$ cat config.mk
export PLATFORM = sky130hd
export DESIGN_NAME = stereo_receiver_mixer
export DESIGN_NICKNAME = d
export VERILOG_FILES = /design/src/hw/rtl/srmix_pkg.sv /design/src/hw/rtl/stereo_receiver_mixer.sv /design/src/hw/rtl/srmix_cfg.sv /design/src/hw/rtl/srmix_lane.sv
export SDC_FILE = /design/constraint.sdc
export NUM_CORES = 2
export LEC_CHECK = 0
export BUFFER_PORTS_ARGS = -buffer_cell sky130_fd_sc_hd__buf_2
export CORE_ASPECT_RATIO = 0.9
export CORE_UTILIZATION = 25
export CTS_CLUSTER_DIAMETER = 120
export DETAILED_ROUTE_END_ITERATION = 8
export SLEW_MARGIN = 20
export SYNTH_ARGS = -nofsm -noshare
export SYNTH_HDL_FRONTEND = slang
export SYNTH_SLANG_ARGS = --single-unit
$ cat constraint.sdc
create_clock -name clk_i -period 8.44 [get_ports clk_i]
set_input_delay 1.688 -clock clk_i [delete_from_list [all_inputs] [get_ports clk_i]]
set_output_delay 1.688 -clock clk_i [all_outputs]
set_load 0.05 [all_outputs]
$ cat src/hw/rtl/srmix_pkg.sv
`timescale 1ns / 1ps
// ----------------------------------------------------------------------------
// srmix_pkg: shared types and constants of the stereo receiver mixer
// Register map, routing codes, per-lane gain bundle and balance gain table.
// ----------------------------------------------------------------------------
package srmix_pkg;

  // default sample width
  localparam int SAMPLE_BITS_DEF = 16;

  // unsigned q1.15 unity gain
  localparam logic [15:0] GAIN_UNITY = 16'd32768;

  // balance travel on each side of center
  localparam logic signed [6:0] BAL_SPAN = 7'sd50;

  // register index, byte address is 4 times the index
  typedef enum logic [2:0] {
    REG_MAIN_VOLUME    = 3'd0,
    REG_SUB_VOLUME     = 3'd1,
    REG_SUB_MUTED      = 3'd2,
    REG_BALANCE_MODE   = 3'd3,
    REG_BALANCE_OFFSET = 3'd4,
    REG_LEFT_SOURCE    = 3'd5,
    REG_RIGHT_SOURCE   = 3'd6
  } reg_idx_e;

  // routing select of one output side
  typedef enum logic [1:0] {
    SRC_MAIN     = 2'd0,
    SRC_SUB      = 2'd1,
    SRC_SUM      = 2'd2,
    SRC_NEG_MAIN = 2'd3
  } src_e;

  // everything one lane needs from the register block
  typedef struct packed {
    logic [15:0] main_gain;
    logic [15:0] sub_gain;
    logic [15:0] side_gain;
    src_e        src;
  } srmix_lane_cfg_t;

  // side gain for balance position k (0..100): round(k * 32768 / 50), capped at unity
  function automatic logic [15:0] bal_gain(logic [6:0] k);
    logic [15:0] g;
    if (k >= 7'd50) begin
      g = GAIN_UNITY;
    end else begin
      unique case (k[5:0])
        6'd0:  g = 16'd0;
        6'd1:  g = 16'd655;
        6'd2:  g = 16'd1311;
        6'd3:  g = 16'd1966;
        6'd4:  g = 16'd2621;
        6'd5:  g = 16'd3277;
        6'd6:  g = 16'd3932;
        6'd7:  g = 16'd4588;
        6'd8:  g = 16'd5243;
        6'd9:  g = 16'd5898;
        6'd10: g = 16'd6554;
        6'd11: g = 16'd7209;
        6'd12: g = 16'd7864;
        6'd13: g = 16'd8520;
        6'd14: g = 16'd9175;
        6'd15: g = 16'd9830;
        6'd16: g = 16'd10486;
        6'd17: g = 16'd11141;
        6'd18: g = 16'd11796;
        6'd19: g = 16'd12452;
        6'd20: g = 16'd13107;
        6'd21: g = 16'd13763;
        6'd22: g = 16'd14418;
        6'd23: g = 16'd15073;
        6'd24: g = 16'd15729;
        6'd25: g = 16'd16384;
        6'd26: g = 16'd17039;
        6'd27: g = 16'd17695;
        6'd28: g = 16'd18350;
        6'd29: g = 16'd19005;
        6'd30: g = 16'd19661;
        6'd31: g = 16'd20316;
        6'd32: g = 16'd20972;
        6'd33: g = 16'd21627;
        6'd34: g = 16'd22282;
        6'd35: g = 16'd22938;
        6'd36: g = 16'd23593;
        6'd37: g = 16'd24248;
        6'd38: g = 16'd24904;
        6'd39: g = 16'd25559;
        6'd40: g = 16'd26214;
        6'd41: g = 16'd26870;
        6'd42: g = 16'd27525;
        6'd43: g = 16'd28180;
        6'd44: g = 16'd28836;
        6'd45: g = 16'd29491;
        6'd46: g = 16'd30147;
        6'd47: g = 16'd30802;
        6'd48: g = 16'd31457;
        6'd49: g = 16'd32113;
        default: g = GAIN_UNITY;
      endcase
    end
    return g;
  endfunction

endpackage

$ cat src/hw/rtl/stereo_receiver_mixer.sv
`timescale 1ns / 1ps
// Each taken frame reaches the result ports through the pipeline below, marked by
// result_valid_o for one cycle.
// Throughput: one frame per cycle; busy stays low, the datapath is a fixed
// pipeline of input register, three lane stages and the output register.
// Reset clears the beat flags and loads the register defaults; no clearing pass.
// ----------------------------------------------------------------------------
// stereo_receiver_mixer: top level
// Two mixing lanes, one per side, fed from a shared input register and
// merged into one left/right result register.
// ----------------------------------------------------------------------------
module stereo_receiver_mixer import srmix_pkg::*; #(
  parameter int SAMPLE_BITS = SAMPLE_BITS_DEF
) (
  input  logic                          clk_i,
  input  logic                          rst_ni,
  input  logic                          psel,
  input  logic                          penable,
  input  logic                          pwrite,
  input  logic [4:0]                    paddr,
  input  logic [31:0]                   pwdata,
  output logic [31:0]                   prdata,
  output logic                          pready,
  input  logic                          start,
  output logic                          busy,
  input  logic signed [SAMPLE_BITS-1:0] main_sample_i,
  input  logic signed [SAMPLE_BITS-1:0] sub_sample_i,
  output logic                          result_valid_o,
  output logic signed [SAMPLE_BITS-1:0] left_out_o,
  output logic signed [SAMPLE_BITS-1:0] right_out_o
);

  srmix_lane_cfg_t               lane_cfg_l;
  srmix_lane_cfg_t               lane_cfg_r;
  logic                          in_valid_q;
  logic signed [SAMPLE_BITS-1:0] main_q;
  logic signed [SAMPLE_BITS-1:0] sub_q;
  logic                          lane_l_valid;
  logic                          lane_r_valid;
  logic signed [SAMPLE_BITS-1:0] lane_l_out;
  logic signed [SAMPLE_BITS-1:0] lane_r_out;
  logic                          out_valid_q;
  logic signed [SAMPLE_BITS-1:0] left_q;
  logic signed [SAMPLE_BITS-1:0] right_q;

  assign busy = 1'b0;

  // register block
  srmix_cfg u_cfg (
    .clk_i        (clk_i),
    .rst_ni       (rst_ni),
    .psel         (psel),
    .penable      (penable),
    .pwrite       (pwrite),
    .paddr        (paddr),
    .pwdata       (pwdata),
    .prdata       (prdata),
    .pready       (pready),
    .lane_cfg_l_o (lane_cfg_l),
    .lane_cfg_r_o (lane_cfg_r)
  );

  // input register
  always_ff @(posedge clk_i or negedge rst_ni) begin
    if (!rst_ni) begin
      in_valid_q <= 1'b0;
    end else begin
      in_valid_q <= start & ~busy;
    end
  end

  always_ff @(posedge clk_i) begin
    main_q <= main_sample_i;
    sub_q  <= sub_sample_i;
  end

  // left lane
  srmix_lane #(
    .SAMPLE_BITS (SAMPLE_BITS)
  ) u_lane_l (
    .clk_i   (clk_i),
    .rst_ni  (rst_ni),
    .cfg_i   (lane_cfg_l),
    .valid_i (in_valid_q),
    .main_i  (main_q),
    .sub_i   (sub_q),
    .valid_o (lane_l_valid),
    .out_o   (lane_l_out)
  );

  // right lane
  srmix_lane #(
    .SAMPLE_BITS (SAMPLE_BITS)
  ) u_lane_r (
    .clk_i   (clk_i),
    .rst_ni  (rst_ni),
    .cfg_i   (lane_cfg_r),
    .valid_i (in_valid_q),
    .main_i  (main_q),
    .sub_i   (sub_q),
    .valid_o (lane_r_valid),
    .out_o   (lane_r_out)
  );

  // merge both sides into one result beat
  always_ff @(posedge clk_i or negedge rst_ni) begin
    if (!rst_ni) begin
      out_valid_q <= 1'b0;
    end else begin
      out_valid_q <= lane_l_valid & lane_r_valid;
    end
  end

  always_ff @(posedge clk_i) begin
    left_q  <= lane_l_out;
    right_q <= lane_r_out;
  end

  assign result_valid_o = out_valid_q;
  assign left_out_o     = left_q;
  assign right_out_o    = right_q;

endmodule

$ cat src/hw/rtl/srmix_cfg.sv
`timescale 1ns / 1ps
// ----------------------------------------------------------------------------
// srmix_cfg: register block of the stereo receiver mixer
// APB-style registers, read-back, and the registered gain and routing bundle
// that each lane uses.
// ----------------------------------------------------------------------------
module srmix_cfg import srmix_pkg::*; (
  input  logic            clk_i,
  input  logic            rst_ni,
  input  logic            psel,
  input  logic            penable,
  input  logic            pwrite,
  input  logic [4:0]      paddr,
  input  logic [31:0]     pwdata,
  output logic [31:0]     prdata,
  output logic            pready,
  output srmix_lane_cfg_t lane_cfg_l_o,
  output srmix_lane_cfg_t lane_cfg_r_o
);

  logic                   wr_en;
  reg_idx_e               reg_idx;
  logic [15:0]            main_volume_q;
  logic [15:0]            sub_volume_q;
  logic                   sub_muted_q;
  logic                   balance_mode_q;
  logic signed [6:0]      balance_offset_q;
  src_e                   left_source_q;
  src_e                   right_source_q;

  logic [15:0]            main_clamp;
  logic [15:0]            sub_clamp;
  logic signed [6:0]      off_clamp;
  logic signed [7:0]      k_left;
  logic signed [7:0]      k_right;
  srmix_lane_cfg_t        lane_cfg_l_d;
  srmix_lane_cfg_t        lane_cfg_r_d;
  srmix_lane_cfg_t        lane_cfg_l_q;
  srmix_lane_cfg_t        lane_cfg_r_q;

  assign pready  = 1'b1;
  assign wr_en   = psel & penable & pwrite;
  assign reg_idx = reg_idx_e'(paddr[4:2]);

  // register writes
  always_ff @(posedge clk_i or negedge rst_ni) begin
    if (!rst_ni) begin
      main_volume_q    <= GAIN_UNITY;
      sub_volume_q     <= GAIN_UNITY;
      sub_muted_q      <= 1'b0;
      balance_mode_q   <= 1'b0;
      balance_offset_q <= 7'sd0;
      left_source_q    <= SRC_MAIN;
      right_source_q   <= SRC_SUB;
    end else if (wr_en) begin
      unique case (reg_idx)
        REG_MAIN_VOLUME:    main_volume_q    <= pwdata[15:0];
        REG_SUB_VOLUME:     sub_volume_q     <= pwdata[15:0];
        REG_SUB_MUTED:      sub_muted_q      <= pwdata[0];
        REG_BALANCE_MODE:   balance_mode_q   <= pwdata[0];
        REG_BALANCE_OFFSET: balance_offset_q <= pwdata[6:0];
        REG_LEFT_SOURCE:    left_source_q    <= src_e'(pwdata[1:0]);
        REG_RIGHT_SOURCE:   right_source_q   <= src_e'(pwdata[1:0]);
        default: ;
      endcase
    end
  end

  // read-back mux
  always_comb begin
    prdata = '0;
    unique case (reg_idx)
      REG_MAIN_VOLUME:    prdata[15:0] = main_volume_q;
      REG_SUB_VOLUME:     prdata[15:0] = sub_volume_q;
      REG_SUB_MUTED:      prdata[0]    = sub_muted_q;
      REG_BALANCE_MODE:   prdata[0]    = balance_mode_q;
      REG_BALANCE_OFFSET: prdata[6:0]  = balance_offset_q;
      REG_LEFT_SOURCE:    prdata[1:0]  = left_source_q;
      REG_RIGHT_SOURCE:   prdata[1:0]  = right_source_q;
      default:            prdata       = '0;
    endcase
  end

  // gains above unity act as unity, offset clamped to the balance span
  always_comb begin
    main_clamp = (main_volume_q > GAIN_UNITY) ? GAIN_UNITY : main_volume_q;
    sub_clamp  = (sub_volume_q > GAIN_UNITY) ? GAIN_UNITY : sub_volume_q;
    if (balance_offset_q > BAL_SPAN) begin
      off_clamp = BAL_SPAN;
    end else if (balance_offset_q < -BAL_SPAN) begin
      off_clamp = -BAL_SPAN;
    end else begin
      off_clamp = balance_offset_q;
    end
    k_left  = 8'sd50 - {off_clamp[6], off_clamp};
    k_right = 8'sd50 + {off_clamp[6], off_clamp};
  end

  // per-lane bundle: muting routes main to both sides
  always_comb begin
    lane_cfg_l_d.main_gain = main_clamp;
    lane_cfg_r_d.main_gain = main_clamp;
    lane_cfg_l_d.sub_gain  = balance_mode_q ? main_clamp : sub_clamp;
    lane_cfg_r_d.sub_gain  = balance_mode_q ? main_clamp : sub_clamp;
    lane_cfg_l_d.side_gain = balance_mode_q ? bal_gain(k_left[6:0]) : GAIN_UNITY;
    lane_cfg_r_d.side_gain = balance_mode_q ? bal_gain(k_right[6:0]) : GAIN_UNITY;
    lane_cfg_l_d.src       = sub_muted_q ? SRC_MAIN : left_source_q;
    lane_cfg_r_d.src       = sub_muted_q ? SRC_MAIN : right_source_q;
  end

  // registered bundle
  always_ff @(posedge clk_i or negedge rst_ni) begin
    if (!rst_ni) begin
      lane_cfg_l_q <= '{main_gain: GAIN_UNITY, sub_gain: GAIN_UNITY,
                        side_gain: GAIN_UNITY, src: SRC_MAIN};
      lane_cfg_r_q <= '{main_gain: GAIN_UNITY, sub_gain: GAIN_UNITY,
                        side_gain: GAIN_UNITY, src: SRC_SUB};
    end else begin
      lane_cfg_l_q <= lane_cfg_l_d;
      lane_cfg_r_q <= lane_cfg_r_d;
    end
  end

  assign lane_cfg_l_o = lane_cfg_l_q;
  assign lane_cfg_r_o = lane_cfg_r_q;

endmodule

$ cat src/hw/rtl/srmix_lane.sv
`timescale 1ns / 1ps
// ----------------------------------------------------------------------------
// srmix_lane: one output side of the stereo receiver mixer
// Three-stage pipeline: receiver gain products, routing and rounding, side
// gain product; the last stage rounds and saturates combinationally.
// ----------------------------------------------------------------------------
module srmix_lane import srmix_pkg::*; #(
  parameter int SAMPLE_BITS = SAMPLE_BITS_DEF
) (
  input  logic                          clk_i,
  input  logic                          rst_ni,
  input  srmix_lane_cfg_t               cfg_i,
  input  logic                          valid_i,
  input  logic signed [SAMPLE_BITS-1:0] main_i,
  input  logic signed [SAMPLE_BITS-1:0] sub_i,
  output logic                          valid_o,
  output logic signed [SAMPLE_BITS-1:0] out_o
);

  localparam int PW = SAMPLE_BITS + 17;  // sample times gain
  localparam int MW = SAMPLE_BITS + 18;  // routed mix
  localparam int RW = MW - 15;           // mix back at sample scale
  localparam int BW = RW + 17;           // times side gain
  localparam int OW = BW - 15;           // rounded before saturation

  localparam logic signed [OW-1:0] SatMax =
    {{(OW-SAMPLE_BITS+1){1'b0}}, {(SAMPLE_BITS-1){1'b1}}};
  localparam logic signed [OW-1:0] SatMin =
    {{(OW-SAMPLE_BITS+1){1'b1}}, {(SAMPLE_BITS-1){1'b0}}};

  logic                   v1_q, v2_q, v3_q;
  logic signed [PW-1:0]   prod_m_d, prod_m_q;
  logic signed [PW-1:0]   prod_s_d, prod_s_q;
  logic signed [MW-1:0]   mix;
  logic signed [MW-1:0]   mix_rnd;
  logic signed [RW-1:0]   lvl_d, lvl_q;
  logic signed [BW-1:0]   bal_d, bal_q;
  logic signed [BW-1:0]   bal_rnd;
  logic signed [OW-1:0]   scaled;

  // stage 1: receiver gain products
  assign prod_m_d = main_i * $signed({1'b0, cfg_i.main_gain});
  assign prod_s_d = sub_i * $signed({1'b0, cfg_i.sub_gain});

  // stage 2: routing, then round to sample scale
  always_comb begin
    unique case (cfg_i.src)
      SRC_MAIN:     mix = MW'(prod_m_q);
      SRC_SUB:      mix = MW'(prod_s_q);
      SRC_SUM:      mix = MW'(prod_m_q) + MW'(prod_s_q);
      SRC_NEG_MAIN: mix = -MW'(prod_m_q);
      default:      mix = MW'(prod_m_q);
    endcase
    mix_rnd = mix + MW'(16384);
    lvl_d   = mix_rnd[MW-1:15];
  end

  // stage 3: side gain product
  assign bal_d = lvl_q * $signed({1'b0, cfg_i.side_gain});

  // round and saturate to full scale
  always_comb begin
    bal_rnd = bal_q + BW'(16384);
    scaled  = bal_rnd[BW-1:15];
    if (scaled > SatMax) begin
      out_o = SatMax[SAMPLE_BITS-1:0];
    end else if (scaled < SatMin) begin
      out_o = SatMin[SAMPLE_BITS-1:0];
    end else begin
      out_o = scaled[SAMPLE_BITS-1:0];
    end
  end

  // beat tracking
  always_ff @(posedge clk_i or negedge rst_ni) begin
    if (!rst_ni) begin
      v1_q <= 1'b0;
      v2_q <= 1'b0;
      v3_q <= 1'b0;
    end else begin
      v1_q <= valid_i;
      v2_q <= v1_q;
      v3_q <= v2_q;
    end
  end

  // datapath registers
  always_ff @(posedge clk_i) begin
    prod_m_q <= prod_m_d;
    prod_s_q <= prod_s_d;
    lvl_q    <= lvl_d;
    bal_q    <= bal_d;
  end

  assign valid_o = v3_q;

endmodule

==> reports/qor.yml <==
outcome:
  status: "finished, final reports clean"
floorplanning:
  fp.dieH_um: 447
  core-area_um2: 219000
  dieArea_um2: 222000
  rows: 163
  initial_core_util_pct: 25.1
  ioPinCount: 142
  fp.dieW_um: 497
logic_synthesis:
  synth_edf_count: 0
  avgSynthCellArea_um2: 9.00
  yosysTopAreaCell: "fa_1"
  synthArstFlopShare_pct: 35.8
  synth-simple-area-share_pct: 16.0
  post_synth_mux_area_share_pct: 2.02
  synth_compound_area_share_pct: 7.60
  yosys_warnings: 0
  yosys.area_share.adder_pct: 47.1
  synth-seq-cells: 330
  synth-main-ff-cell: "dfxtp_1"
  ys_top_cells_by_area: "fa_1 (36%), ha_1 (11%), inv_1 (8.7%)"
  yosys.area.top_type_share_pct: 36.3
  synth-xor-area-share_pct: 3.31
  seq_area_frac_synth_pct: 13.1
  netlist_area_um2: 55000
  synthCells: 6112
  ys_types: 95
  synth_top_family_by_area: "adder cells"
global_routing:
  globalRouteOverflowTotal: 0
  grt_pass1_vias: 43662
  antenna_found_initial: 6
  grt_usage_pct: 13.4
  grt_pass1_wl_um: 237000
  grt_max_degree: 61
cells_and_area:
  mostFrequentLayoutCells: "inv_1 (1282), fa_1 (998), nand2_1 (751), and2_1 (491), ha_1 (477)"
  seqCellArea_um2: 7210
  area_growth_pct: 9.52
  fillers: 23326
  multi_input_area_um2: 42000
  nNetsFinal: 7615
  layout-drive-gt1-share_pct: 5.61
  layout_commonest_cell: "inv_1"
clock_network:
  cts.clk_slew.worst_paths_ns: 0.06
  cts_max_level: 2
  insertion_delay_ns: 0.68
  clockBufferDepth: 3
  cts-resized-gates: 0
  cts.sinks: 330
  cts_hold_buf: 0
  cts_setup_buffers: 0
  cts_tree: "built"
  cts_buffers: 45
  root_buffer: "clkbuf_16"
worst_setup_path:
  critPathMaxFanout: 19
  endpoint_kind: "flip-flop"
  cp-startpoint: "u_cfg.lane_cfg_l_o[4]"
  arrival_ns: 8.10
  crit_required_ns: 9.01
  reg2reg_from: "u_cfg.lane_cfg_l_o[4]"
  worstSetupPathType: "reg -> reg"
  cp-start-kind: "flip-flop"
sta:
  fmax_mhz: 133
  slew_headroom_pct: 29.0
  rsz0062_at_grt: "no"
  tightest_slew_ns: 1.06
  finalHoldViolations: 0
  fin_crit_ns: 7.54
  fin_skew_ns: 0.0269
  setup_violations: 0
  fin_setup_tns_ns: 0
  maxSlewViolCount: 0
  period_share_pct: 89.3
hold_path:
  hold_start: "u_lane_r.v1_q"
  min_path_type: "reg -> reg"
placed_design:
  gp_congestion: 0.890
  dp_hpwl_um: 115000
  io_buffers: 105
route:
  drtAntennaViolNets: 0
  vias_per_cell: 4.55
  wl_um: 145000
  drt_first_pass_iters: 7
  post_drt_wl_per_cell_um: 16.2
  drc: 0
  drt-initial-drc-count: 2779
  route.vias.total: 40931
run:
  maxCapViolations: 0
stage by stage:
step / utilization (%) / cells / hold slack (ns) / instance area (um2) / worst slack, ns
floorplan: - / 6128 / 0.331 / 55100 / 1.87
global placement: 26.7 / 8905 / 0.333 / 58600 / 1.07
detailed placement: 26.7 / 8905 / 0.336 / 58600 / 0.930
CTS: 27.5 / 8987 / 0.350 / 60300 / 0.885
global route: 27.5 / 8987 / 0.358 / 60300 / 0.394
finish: 27.5 / 8988 / 0.336 / 60300 / 0.904
metal layers:
metal	share of wire, %	wire (um)	global-route usage [%]
met1	44	64300	17.8
met2	46	67500	22.3
met3	6.4	9360	2.27
met4	2.8	4130	3.79
met5	0.018	26	0
synth_stat cells (all sizes together) (11+ instances only):
cell type  number
nor4           18
and2          492
inv          1282
a221oi         17
nor2b          35
a211oi         44
xnor2         149
fa            998
nand3          65
dfrtp         110
a311oi         11
dfxtp         212
or2            13
a21oi         154
xor2           59
or3            21
buf            35
nor3           61
o21a           31
a22o           21
a21o           32
nand2b         28
o21ai         151
o31ai          17
and3           27
mux2i          37
nand2         751
o21bai         12
nor2          239
o2111ai        11
ha            477
o211ai         20
nand4          18
o22ai          14
clkbuf        235
mux2           46
a31oi          19
worst max-delay path, cell delays in order, from the launching register on:
cell	delay, ns
dfrtp_1	0.92
nand2_1	0.29
fa_1	0.55
fa_1	0.52
fa_1	0.54
inv_1	0.06
fa_1	0.50
fa_1	0.50
inv_1	0.05
fa_1	0.48
inv_1	0.04
ha_1	0.31
and4_1	0.22
o21ai_0	0.09
o211ai_1	0.31
nand3_1	0.12
o211ai_1	0.38
o211ai_1	0.24
and3_1	0.20
nor3_1	0.51
a21oi_1	0.19
nand2b_1	0.18
a221oi_1	0.25
state kept, by name, indices dropped and copies added, names as in the netlist, 16 cells and up:
name and flops:
u_lane_l.bal_q 22, left_out_o 16, u_lane_l.prod_s_q 33, u_lane_r.lvl_q 19, u_lane_r.bal_q 22, u_cfg.main_volume_q 16, sub_q 16, u_cfg.lane_cfg_r_o 18
main_q 16, u_cfg.sub_volume_q 16, u_lane_l.lvl_q 19, u_lane_l.prod_m_q 33, right_out_o 16, u_cfg.lane_cfg_l_o 50
path summary, 6_finish.rpt:
| kind | slack, ns | cells after the start | endpoint |
|---|---|---|---|
| max reg2reg | 0.90 | 22 | u_lane_l.bal_q[33] |
| min in group asynchronous | 1.02 | 1 | u_cfg.balance_offset_q[3] |
| max in group asynchronous | 6.20 | 2 | u_cfg.sub_volume_q[8] |
| min | 0.34 | 0 | u_lane_l.v2_q |
| max | 0.90 | 22 | u_lane_l.bal_q[33] |
| min reg2reg | 0.34 | 0 | u_lane_l.v2_q |
kinds of logic after synthesis:
family          after synthesis
flops                       330
mux                          93
xor+xnor                    208
simple gates               1810
buf+inv                    1556
other cells                   2
compound gates              638
fa+ha+maj                  1475
area by class of cell:
cell class / instances / area share (%)
multi-input combinational: 4242 / 69.7
sequential: 330 / 12.0
inverter: 1286 / 8.01
tap: 2887 / 5.99
clock buffer: 54 / 2.03
timing repair buffer: 160 / 1.57
clock inverter: 28 / 0.768
antenna: 1 / 0.00415
Power is not shown: default switching activity piles up to over one toggle a cycle in this logic, so the estimate is an artifact.
